--- src/hdl/bmpq_pkg.sv ---
// ----------------------------------------------------------------------------
// bmpq_pkg
// Shared constants, codes and controller/datapath interface types for the
// bounded max priority queue.
// ----------------------------------------------------------------------------
package bmpq_pkg;

   // storage geometry
   localparam int DEPTH      = 16;
   localparam int PRIO_WIDTH = 32;
   localparam int IDX_W      = $clog2(DEPTH);
   localparam int CNT_W      = $clog2(DEPTH + 1);

   // port field widths
   localparam int OP_W      = 2;
   localparam int KEY_W     = 8;
   localparam int PRIO_IO_W = 32;
   localparam int STATUS_W  = 2;
   localparam int OCC_W     = 5;
   localparam int CAP_W     = 5;

   // capacity register reset value
   localparam logic [CAP_W-1:0] CAPACITY_RESET = 5'd12;

   // operation codes
   localparam logic [OP_W-1:0] OP_ENQ     = 2'd0;
   localparam logic [OP_W-1:0] OP_DEQ     = 2'd1;
   localparam logic [OP_W-1:0] OP_DEQ_MAX = 2'd2;
   localparam logic [OP_W-1:0] OP_SEARCH  = 2'd3;

   // result status codes
   localparam logic [STATUS_W-1:0] ST_OK        = 2'd0;
   localparam logic [STATUS_W-1:0] ST_OVERFLOW  = 2'd1;
   localparam logic [STATUS_W-1:0] ST_UNDERFLOW = 2'd2;
   localparam logic [STATUS_W-1:0] ST_NOT_FOUND = 2'd3;

   // controller -> datapath commands
   typedef struct packed {
      logic load;    // capture request beat, start a new operation
      logic scan;    // examine one stored entry
      logic commit;  // update storage and load the result register
   } ctl_cmd_type;

   // datapath -> controller status
   typedef struct packed {
      logic scan_last;  // scan finished (or none needed)
      logic out_free;   // result register can take a new beat
   } dp_sts_type;

endpackage

--- src/hdl/bmpq_ctrl.sv ---
// ----------------------------------------------------------------------------
// bmpq_ctrl
// Operation sequencer: accept a request, step the entry scan, then commit
// the result once the response register is free.
// ----------------------------------------------------------------------------
module bmpq_ctrl (
   input  logic                 clock,
   input  logic                 reset,
   input  logic                 req_valid,
   output logic                 req_stall,
   input  bmpq_pkg::dp_sts_type sts,
   output bmpq_pkg::ctl_cmd_type cmd
);
   import bmpq_pkg::*;

   localparam logic [1:0] S_IDLE = 2'd0;
   localparam logic [1:0] S_SCAN = 2'd1;
   localparam logic [1:0] S_DONE = 2'd2;

   logic [1:0] state_ff;
   logic [1:0] state_in;

   // next state and commands
   always_comb begin
      state_in   = state_ff;
      cmd.load   = 1'b0;
      cmd.scan   = 1'b0;
      cmd.commit = 1'b0;
      req_stall  = 1'b1;
      case (state_ff)
         S_IDLE: begin
            // no request beat is taken while reset is held
            req_stall = reset;
            if (req_valid && !reset) begin
               cmd.load = 1'b1;
               state_in = S_SCAN;
            end
         end
         S_SCAN: begin
            cmd.scan = 1'b1;
            if (sts.scan_last) begin
               state_in = S_DONE;
            end
         end
         S_DONE: begin
            if (sts.out_free) begin
               cmd.commit = 1'b1;
               state_in   = S_IDLE;
            end
         end
         default: begin
            state_in = S_IDLE;
         end
      endcase
   end

   always_ff @(posedge clock) begin
      if (reset) begin
         state_ff <= S_IDLE;
      end else begin
         state_ff <= state_in;
      end
   end

   // a blocked result holds the sequencer in place
   a_done_holds: assert property (@(posedge clock) disable iff (reset)
      (state_ff == S_DONE && !sts.out_free) |=> (state_ff == S_DONE))
      else $error("sequencer left DONE while result register busy");

   // a request beat always starts a scan on the next cycle
   a_load_to_scan: assert property (@(posedge clock) disable iff (reset)
      cmd.load |=> (state_ff == S_SCAN))
      else $error("accepted request did not enter scan");

   // commit only ever follows the scan phase
   a_commit_after_scan: assert property (@(posedge clock) disable iff (reset)
      cmd.commit |-> ($past(state_ff) == S_SCAN || $past(state_ff) == S_DONE))
      else $error("commit without preceding scan");

endmodule

--- src/hdl/bmpq_datapath.sv ---
// ----------------------------------------------------------------------------
// bmpq_datapath
// Entry storage (oldest at slot 0), capacity register, one-entry-per-cycle
// scan unit for max-priority and key search, and the response register.
// ----------------------------------------------------------------------------
module bmpq_datapath (
   input  logic                                 clock,
   input  logic                                 reset,
   // request payload
   input  logic [bmpq_pkg::OP_W-1:0]            req_op,
   input  logic signed [bmpq_pkg::KEY_W-1:0]    req_item_key,
   input  logic [bmpq_pkg::PRIO_IO_W-1:0]       req_item_priority,
   // capacity register write
   input  logic                                 csr_valid,
   output logic                                 csr_ready,
   input  logic [bmpq_pkg::CAP_W-1:0]           csr_capacity,
   // response channel
   output logic                                 rsp_valid,
   input  logic                                 rsp_stall,
   output logic [bmpq_pkg::STATUS_W-1:0]        rsp_status,
   output logic signed [bmpq_pkg::KEY_W-1:0]    rsp_out_key,
   output logic [bmpq_pkg::PRIO_IO_W-1:0]       rsp_out_priority,
   output logic [bmpq_pkg::OCC_W-1:0]           rsp_occupancy,
   // control
   input  bmpq_pkg::ctl_cmd_type                cmd,
   output bmpq_pkg::dp_sts_type                 sts
);
   import bmpq_pkg::*;

   localparam int CMP_W = (CNT_W > CAP_W) ? CNT_W : CAP_W;

   // entry storage
   logic [KEY_W-1:0]      keys_ff  [DEPTH];
   logic [PRIO_WIDTH-1:0] prios_ff [DEPTH];
   logic [KEY_W-1:0]      keys_in  [DEPTH];
   logic [PRIO_WIDTH-1:0] prios_in [DEPTH];
   logic [DEPTH-1:0]      slot_we;

   // control state
   logic [CNT_W-1:0] count_ff, count_in;
   logic [CAP_W-1:0] capacity_ff;
   logic             rsp_valid_ff;

   // operation registers
   logic [OP_W-1:0]       op_ff;
   logic [KEY_W-1:0]      key_ff;
   logic [PRIO_WIDTH-1:0] prio_ff;
   logic [IDX_W-1:0]      scan_idx_ff;
   logic [IDX_W-1:0]      pick_ff;
   logic                  found_ff;
   logic [KEY_W-1:0]      best_key_ff;
   logic [PRIO_WIDTH-1:0] best_prio_ff;

   // response registers
   logic [STATUS_W-1:0]  status_ff, status_in;
   logic [KEY_W-1:0]     rkey_ff, rkey_in;
   logic [PRIO_IO_W-1:0] rprio_ff, rprio_in;
   logic [OCC_W-1:0]     occ_ff;

   // decoded conditions
   logic             is_empty;
   logic             is_full;
   logic             is_remove_op;
   logic             needs_scan;
   logic             do_remove;
   logic             do_insert;
   logic [KEY_W-1:0] cur_key;
   logic [PRIO_WIDTH-1:0] cur_prio;
   logic             take_max;
   logic             key_hit;

   assign is_empty     = (count_ff == '0);
   assign is_full      = (CMP_W'(count_ff) >= CMP_W'(capacity_ff)) ||
                         (count_ff == CNT_W'(DEPTH));
   assign is_remove_op = (op_ff inside {OP_DEQ, OP_DEQ_MAX});
   assign needs_scan   = (op_ff inside {OP_DEQ_MAX, OP_SEARCH}) && !is_empty;
   assign do_remove    = is_remove_op && !is_empty;
   assign do_insert    = (op_ff == OP_ENQ) && !is_full;

   // scan read port
   assign cur_key  = keys_ff[scan_idx_ff];
   assign cur_prio = prios_ff[scan_idx_ff];
   assign take_max = (scan_idx_ff == '0) || (cur_prio > best_prio_ff);
   assign key_hit  = (cur_key == key_ff);

   assign sts.scan_last = !needs_scan || (scan_idx_ff == IDX_W'(count_ff - CNT_W'(1)));
   assign sts.out_free  = !rsp_valid_ff || !rsp_stall;

   // capacity register, writable whenever reset is released
   assign csr_ready = !reset;

   always_ff @(posedge clock) begin
      if (reset) begin
         capacity_ff <= CAPACITY_RESET;
      end else if (csr_valid) begin
         capacity_ff <= csr_capacity;
      end
   end

   // operation capture and scan
   always_ff @(posedge clock) begin
      if (cmd.load) begin
         op_ff       <= req_op;
         key_ff      <= req_item_key;
         prio_ff     <= PRIO_WIDTH'(req_item_priority);
         scan_idx_ff <= '0;
         pick_ff     <= '0;
         found_ff    <= 1'b0;
      end else if (cmd.scan && needs_scan) begin
         scan_idx_ff <= scan_idx_ff + IDX_W'(1);
         if (op_ff == OP_DEQ_MAX) begin
            if (take_max) begin
               pick_ff      <= scan_idx_ff;
               best_key_ff  <= cur_key;
               best_prio_ff <= cur_prio;
            end
         end else if (key_hit) begin
            // later hits are newer entries
            found_ff     <= 1'b1;
            best_key_ff  <= cur_key;
            best_prio_ff <= cur_prio;
         end
      end
   end

   // storage update: append at count, or close the gap at pick
   always_comb begin
      for (int i = 0; i < DEPTH; i++) begin
         keys_in[i]  = key_ff;
         prios_in[i] = prio_ff;
         slot_we[i]  = 1'b0;
         if (cmd.commit && do_insert && (CNT_W'(i) == count_ff)) begin
            slot_we[i] = 1'b1;
         end else if (cmd.commit && do_remove && (IDX_W'(i) >= pick_ff) &&
                      (i < DEPTH - 1)) begin
            keys_in[i]  = keys_ff[(i + 1) % DEPTH];
            prios_in[i] = prios_ff[(i + 1) % DEPTH];
            slot_we[i]  = 1'b1;
         end
      end
   end

   always_ff @(posedge clock) begin
      for (int i = 0; i < DEPTH; i++) begin
         if (slot_we[i]) begin
            keys_ff[i]  <= keys_in[i];
            prios_ff[i] <= prios_in[i];
         end
      end
   end

   // result formation
   always_comb begin
      count_in  = count_ff;
      status_in = ST_OK;
      rkey_in   = '0;
      rprio_in  = '0;
      case (op_ff)
         OP_ENQ: begin
            if (is_full) begin
               status_in = ST_OVERFLOW;
            end else begin
               count_in = count_ff + CNT_W'(1);
            end
         end
         OP_DEQ: begin
            if (is_empty) begin
               status_in = ST_UNDERFLOW;
            end else begin
               rkey_in  = keys_ff[0];
               rprio_in = PRIO_IO_W'(prios_ff[0]);
               count_in = count_ff - CNT_W'(1);
            end
         end
         OP_DEQ_MAX: begin
            if (is_empty) begin
               status_in = ST_UNDERFLOW;
            end else begin
               rkey_in  = best_key_ff;
               rprio_in = PRIO_IO_W'(best_prio_ff);
               count_in = count_ff - CNT_W'(1);
            end
         end
         OP_SEARCH: begin
            if (found_ff) begin
               rkey_in  = best_key_ff;
               rprio_in = PRIO_IO_W'(best_prio_ff);
            end else begin
               status_in = ST_NOT_FOUND;
            end
         end
         default: begin
            status_in = ST_OK;
         end
      endcase
   end

   // occupancy and response valid
   always_ff @(posedge clock) begin
      if (reset) begin
         count_ff     <= '0;
         rsp_valid_ff <= 1'b0;
      end else begin
         if (cmd.commit) begin
            count_ff     <= count_in;
            rsp_valid_ff <= 1'b1;
         end else if (!rsp_stall) begin
            rsp_valid_ff <= 1'b0;
         end
      end
   end

   // response payload
   always_ff @(posedge clock) begin
      if (cmd.commit) begin
         status_ff <= status_in;
         rkey_ff   <= rkey_in;
         rprio_ff  <= rprio_in;
         occ_ff    <= OCC_W'(count_in);
      end
   end

   assign rsp_valid        = rsp_valid_ff;
   assign rsp_status       = status_ff;
   assign rsp_out_key      = rkey_ff;
   assign rsp_out_priority = rprio_ff;
   assign rsp_occupancy    = occ_ff;

   // occupancy never exceeds storage
   a_count_bound: assert property (@(posedge clock) disable iff (reset)
      count_ff <= CNT_W'(DEPTH))
      else $error("entry count above depth");

   // occupancy only moves on commit
   a_count_stable: assert property (@(posedge clock) disable iff (reset)
      !cmd.commit |=> $stable(count_ff))
      else $error("entry count changed outside commit");

   // reported occupancy matches the new entry count
   a_occ_match: assert property (@(posedge clock) disable iff (reset)
      cmd.commit |=> (rsp_valid_ff && (CNT_W'(occ_ff) == count_ff)))
      else $error("reported occupancy differs from entry count");

endmodule

--- src/hdl/bounded_max_priority_queue.sv ---
// rsp_valid rises once an accepted request has finished its entry scan and been committed;
//   the scan steps over each stored entry for max dequeue and search, and once for the rest.
// A new request beat is taken only after the previous result has been committed, so a
//   finished result that waits on rsp_stall also holds off the next request.
// Reset (synchronous, active high): queue empty, capacity 12, response idle;
//   entry slots are left as they are and are only read after being written.
// ----------------------------------------------------------------------------
// bounded_max_priority_queue
// Bounded unsorted priority queue of (key, priority) entries with enqueue,
// dequeue oldest, dequeue max priority and key search.
// ----------------------------------------------------------------------------
module bounded_max_priority_queue (
   input  logic                                 clock,
   input  logic                                 reset,
   // request channel
   input  logic                                 req_valid,
   output logic                                 req_stall,
   input  logic [bmpq_pkg::OP_W-1:0]            req_op,
   input  logic signed [bmpq_pkg::KEY_W-1:0]    req_item_key,
   input  logic [bmpq_pkg::PRIO_IO_W-1:0]       req_item_priority,
   // response channel
   output logic                                 rsp_valid,
   input  logic                                 rsp_stall,
   output logic [bmpq_pkg::STATUS_W-1:0]        rsp_status,
   output logic signed [bmpq_pkg::KEY_W-1:0]    rsp_out_key,
   output logic [bmpq_pkg::PRIO_IO_W-1:0]       rsp_out_priority,
   output logic [bmpq_pkg::OCC_W-1:0]           rsp_occupancy,
   // capacity register write
   input  logic                                 csr_valid,
   output logic                                 csr_ready,
   input  logic [bmpq_pkg::CAP_W-1:0]           csr_capacity
);
   import bmpq_pkg::*;

   ctl_cmd_type cmd;
   dp_sts_type  sts;

   // sequencer
   bmpq_ctrl u_ctrl (
      .clock     (clock),
      .reset     (reset),
      .req_valid (req_valid),
      .req_stall (req_stall),
      .sts       (sts),
      .cmd       (cmd)
   );

   // storage, scan and response
   bmpq_datapath u_datapath (
      .clock             (clock),
      .reset             (reset),
      .req_op            (req_op),
      .req_item_key      (req_item_key),
      .req_item_priority (req_item_priority),
      .csr_valid         (csr_valid),
      .csr_ready         (csr_ready),
      .csr_capacity      (csr_capacity),
      .rsp_valid         (rsp_valid),
      .rsp_stall         (rsp_stall),
      .rsp_status        (rsp_status),
      .rsp_out_key       (rsp_out_key),
      .rsp_out_priority  (rsp_out_priority),
      .rsp_occupancy     (rsp_occupancy),
      .cmd               (cmd),
      .sts               (sts)
   );

endmodule
--- config.mk ---
export PLATFORM = sky130hd
export DESIGN_NAME = bounded_max_priority_queue
export DESIGN_NICKNAME = d
export VERILOG_FILES = /design/src/hdl/bmpq_pkg.sv /design/src/hdl/bmpq_ctrl.sv /design/src/hdl/bmpq_datapath.sv /design/src/hdl/bounded_max_priority_queue.sv
export SDC_FILE = /design/constraint.sdc
export NUM_CORES = 1
export LEC_CHECK = 0
export BUFFER_PORTS_ARGS = -buffer_cell sky130_fd_sc_hd__buf_2
export CAP_MARGIN = 10
export CORE_MARGIN = 10
export CORE_UTILIZATION = 57
export CTS_CLUSTER_DIAMETER = 150
export DETAILED_ROUTE_END_ITERATION = 10
export GPL_TIMING_DRIVEN = 0
export PLACE_DENSITY = 0.79
export SETUP_SLACK_MARGIN = 0.1
export SYNTH_ARGS = -nofsm -noshare
export SYNTH_HDL_FRONTEND = slang
export SYNTH_HIERARCHICAL = 1
export SYNTH_SLANG_ARGS = --single-unit
--- constraint.sdc ---
create_clock -name clock -period 6.4 [get_ports clock]
set_input_delay 0.96 -clock clock [delete_from_list [all_inputs] [get_ports clock]]
set_output_delay 0.96 -clock clock [all_outputs]
set_load 0.05 [all_outputs]
==> impl_results.md <==
- Area of the mapped netlist: just under 40000 sq um
- Pins over their slew limit: 0
- Total power of the final layout: roughly 12 mW
- Largest family of logic cells by synthesized area: multiplexers
- Net count of the finished layout: 2561
- Global-route wire length before repair: 166000 microns
- Outcome: finished, final reports clean
- Vias after detailed routing: between 20000 and 25000
- Combined global-route utilization of all metal layers: between 20% and 30%
- # fillers: ~4500
- Final Wtd Congestion: between 0.9 and 1
- Post-Route Skew: about 0.029 ns
- Number of buffers inserted during clock tree synthesis: 84
- Register bit total from synthesis: 795
- Critical path data arrival time: ~6.6 ns
- Placeable core region: 67200 sq um
- Final Cycle Share: 99.1%
- Fraction of synthesized cell area taken by the top area cell type: between 50% and 60%
- Transition time at the pin with the least slew margin: about 1.3 ns
- Multiplexer area fraction after synthesis: 29.6%
- Number of buffer cells added on primary ports: 100
- Category of the worst setup path capture point: register
- WS Path Type: reg -> reg
- Post-Syn Nets: roughly 2300
- WL per Instance: 34.7 microns
- Antenna viol nets, final: 0
- Area taken by multi-input logic gates: ~14000 sq um
- Combined flip-flop and latch cell area: between 20000 and 25000 sq um
- Achievable frequency: roughly 160 MHz
- Leakage component of the power: ~14 nW
- Die Area: about 78000 sq um
- Async SR Flop Fraction: 0%
- Overall overflow remaining after global route: 0
- Compound-Gate Fraction of Synth Area: roughly 2.6%
- Max cap viols: 0
- Top_reg_cell synth: sky130_fd_sc_hd__edfxtp_1
- Synth unique cells: 65
- Worst hold slack: about 0.46 ns
- Maximum number of pins on one net before global-route repair: 41
- Vias per inst: 6.98
- Count of warnings emitted by yosys: 6
- Root buffer selected by CTS: sky130_fd_sc_hd__clkbuf_16
- Clk pin slew, worst setup/hold paths: about 0.060 ns
- Clk Latency, worst-skew pair: 0.65 ns
- Post-route setup TNS: 0 ns
- Synth Area in XOR/XNOR: less than 1%
- Adder-cell area share of the yosys netlist: 1.62%
- Startpoint Class: register
- Cells after synthesis: approximately 2200
- Number of flops mapped to enable cells by yosys: roughly 770
- Area growth from synthesis to final layout: 14.4%
- Die Height: between 200 and 300 microns
- Cell type with the largest total area after synthesis: sky130_fd_sc_hd__edfxtp_1
- Count of boundary I/O pins: 102
- Data required time of the worst path: around 6.7 ns
- Worst slew margin: 14.3%
- Maximum number of buffers from clock root to sink: 3
- Critical path fanouts, max: 40
- Post-Synth Simple-Gate Area: approximately 2%
- VDD IR max: ~0.22 mV
- Fraction of layout cells with a size suffix above 1: between 40% and 50%
- Row count: 95
- HPWL reported at the end of detailed placement: roughly 79000 microns
- Post-Syn Area per Cell: between 15 and 20 sq um
- Sequential-to-total area share from yosys stat: between 60% and 70%
- Final period demand of the worst path: ~6.3 ns
- Initial antenna violation count: 3
- Detailed-routing iteration count for the pre-antenna-repair pass: 9
- H-tree levels: 3
- Vias in the first global route: ~24000
- Ranking of synthesized cells by area: sky130_fd_sc_hd__edfxtp_1, sky130_fd_sc_hd__mux2_2, sky130_fd_sc_hd__mux4_2, sky130_fd_sc_hd__ha_1, sky130_fd_sc_hd__dfxtp_1
- Setup repair after global routing missed its margin: no
- Clock tree from TritonCTS: built
- Routed WL: 118000 microns
- Starting density of the core: 57.5%
- # DRC: 0
- PwrDens: 263 nW/um^2
- Hold Crit Class: reg -> reg
- Clock sinks: just under 800
- Floorplan die width: approximately 280 microns
- DR iter-0 viols: 3240
- Final setup vio count: 0
- Number of failing hold endpoints at the final stage: 0
[stage by stage]
step / std cells / utilization, % / setup slack (ns) / area [sq um]
3_3_place_gp: 3198 / 59.8 / -6.05 / 40200
5_1_grt: 3397 / 65.7 / 0.138 / 44100
2_1_floorplan: 2225 / - / -0.0756 / 38600
4_1_cts: 3396 / 65.7 / 0.105 / 44100
6_report: 3400 / 65.7 / 0.0584 / 44100
3_5_place_dp: 3245 / 61.7 / -0.413 / 41500
[worst max-delay path, stage by stage (launching register included)]
cell and delay (ns):
sky130_fd_sc_hd__dfxtp_1 0.32, sky130_fd_sc_hd__buf_4 0.22, sky130_fd_sc_hd__buf_2 0.39, sky130_fd_sc_hd__clkdlybuf4s15_2 0.65
sky130_fd_sc_hd__clkdlybuf4s15_2 0.66, sky130_fd_sc_hd__mux4_2 0.39, sky130_fd_sc_hd__mux4_2 0.53, sky130_fd_sc_hd__ha_1 0.33
sky130_fd_sc_hd__nand4_1 0.28, sky130_fd_sc_hd__nor4_2 0.71, sky130_fd_sc_hd__o311ai_0 0.45, sky130_fd_sc_hd__nand2_1 0.20
sky130_fd_sc_hd__a31o_4 0.70
[final timing paths]
check	from	slack (ns)	endpoint	cells after the start
worst max-delay path	register	0.06	u_datapath/best_prio_ff[12]	12
worst max register to register	register	0.06	u_datapath/best_prio_ff[12]	12
worst min-delay path	u_datapath/key_ff[1]	0.46	u_datapath/keys_ff[15][1]	0
worst min register to register	u_datapath/key_ff[1]	0.46	u_datapath/keys_ff[15][1]	0
[report_power, final]
part           switching [mW]  leakage (nW)  internal, mW  total (mW)
clock                    2.05          1.27          2.64        4.69
sequential             0.0532          7.15          5.79        5.84
combinational           0.605          5.96         0.492        1.10
total                    2.71          14.4          8.92        11.6
[Yosys cell counts, drive strengths merged, types with 4 or more instances]
| cell type | number |
|---|---|
| edfxtp | 769 |
| mux2 | 602 |
| mux4 | 194 |
| buf | 90 |
| clkbuf | 88 |
| nor2 | 67 |
| ha | 50 |
| inv | 46 |
| a22oi | 40 |
| a21oi | 36 |
| nand2 | 33 |
| o21ai | 29 |
| dfxtp | 26 |
| mux2i | 24 |
| xnor2 | 16 |
| a21o | 13 |
| nand3 | 9 |
| nand4 | 8 |
| nor3 | 7 |
| nor2b | 6 |
| or3 | 6 |
| nand2b | 5 |
| o21a | 5 |
| xor2 | 5 |
| a31o | 4 |
| nor3b | 4 |
| o211ai | 4 |
[flip-flops by register name, summed over array words and instances, names as in the netlist, named ones only]
name,flops
u_ctrl/state_ff,2
u_datapath/best_key_ff,8
u_datapath/best_prio_ff,32
u_datapath/capacity_ff,5
u_datapath/count_ff,5
u_datapath/found_ff,1
u_datapath/key_ff,8
u_datapath/keys_ff,128
u_datapath/op_ff,2
u_datapath/pick_ff,4
u_datapath/prio_ff,32
u_datapath/prios_ff,512
u_datapath/rsp_occupancy,5
u_datapath/rsp_out_key,8
u_datapath/rsp_out_priority,32
u_datapath/rsp_status,2
u_datapath/rsp_valid,1
u_datapath/scan_idx_ff,4
[per-layer routing]
layer / up-vias / part of all wire (%) / track usage, %
met5: - / 0.091 / 0.384
met4: 8 / 6.1 / 15.9
met3: 463 / 12 / 8.75
met2: 1847 / 46 / 46.7
met1: 11996 / 35 / 36.8
li1: 9415 / - / -
[cells by family after synthesis]
family	count (synthesis)
AO/OA/AOI/OAI	152
buffers and inverters	227
adder cells (fa/ha/maj)	50
XOR/XNOR	21
multiplexers	820
flip-flops	795
AND/OR/NAND/NOR	160
[timing repair]
action	CTS	global route
setup endpoints to repair	44	44
resized for setup	14	12
setup buffers	0	0
hold buffers	0	0
gates cloned	0	0
pin swaps	0	0
[placed cells by master, fill, tap and decap left out, types with 6 or more instances in the layout]
cell,n
sky130_fd_sc_hd__nor3_1,6
sky130_fd_sc_hd__clkinv_1,19
sky130_fd_sc_hd__nor2_1,66
sky130_fd_sc_hd__a22oi_1,40
sky130_fd_sc_hd__clkbuf_2,8
sky130_fd_sc_hd__nor2b_1,6
sky130_fd_sc_hd__a21o_1,13
sky130_fd_sc_hd__buf_1,11
sky130_fd_sc_hd__buf_8,10
sky130_fd_sc_hd__nand3_1,9
sky130_fd_sc_hd__ha_1,50
sky130_fd_sc_hd__buf_4,10
sky130_fd_sc_hd__inv_1,46
sky130_fd_sc_hd__buf_2,159
sky130_fd_sc_hd__o21ai_0,15
sky130_fd_sc_hd__or3_1,6
sky130_fd_sc_hd__buf_12,14
sky130_fd_sc_hd__mux2_1,7
sky130_fd_sc_hd__clkbuf_16,88
sky130_fd_sc_hd__clkinv_2,12
sky130_fd_sc_hd__xnor2_1,16
sky130_fd_sc_hd__mux4_2,192
sky130_fd_sc_hd__a21oi_1,35
sky130_fd_sc_hd__nand2_1,33
sky130_fd_sc_hd__clkbuf_1,103
sky130_fd_sc_hd__mux2i_1,23
sky130_fd_sc_hd__buf_16,25
sky130_fd_sc_hd__dfxtp_1,26
sky130_fd_sc_hd__o21ai_4,12
sky130_fd_sc_hd__nand4_1,8
sky130_fd_sc_hd__edfxtp_1,769
sky130_fd_sc_hd__mux2_2,595
[final cells by class]
class                   count  area share [%]
diodes                      3          0.0170
clock buffers             112            5.28
inverters                  49           0.417
multi-input cells        1203            32.1
repair buffers            148            3.63
well taps                 873            2.47
plain buffers             178            1.92
clock inverters            39           0.629
flip-flops and latches    795            53.5
Power figures use the tool's default switching activity.
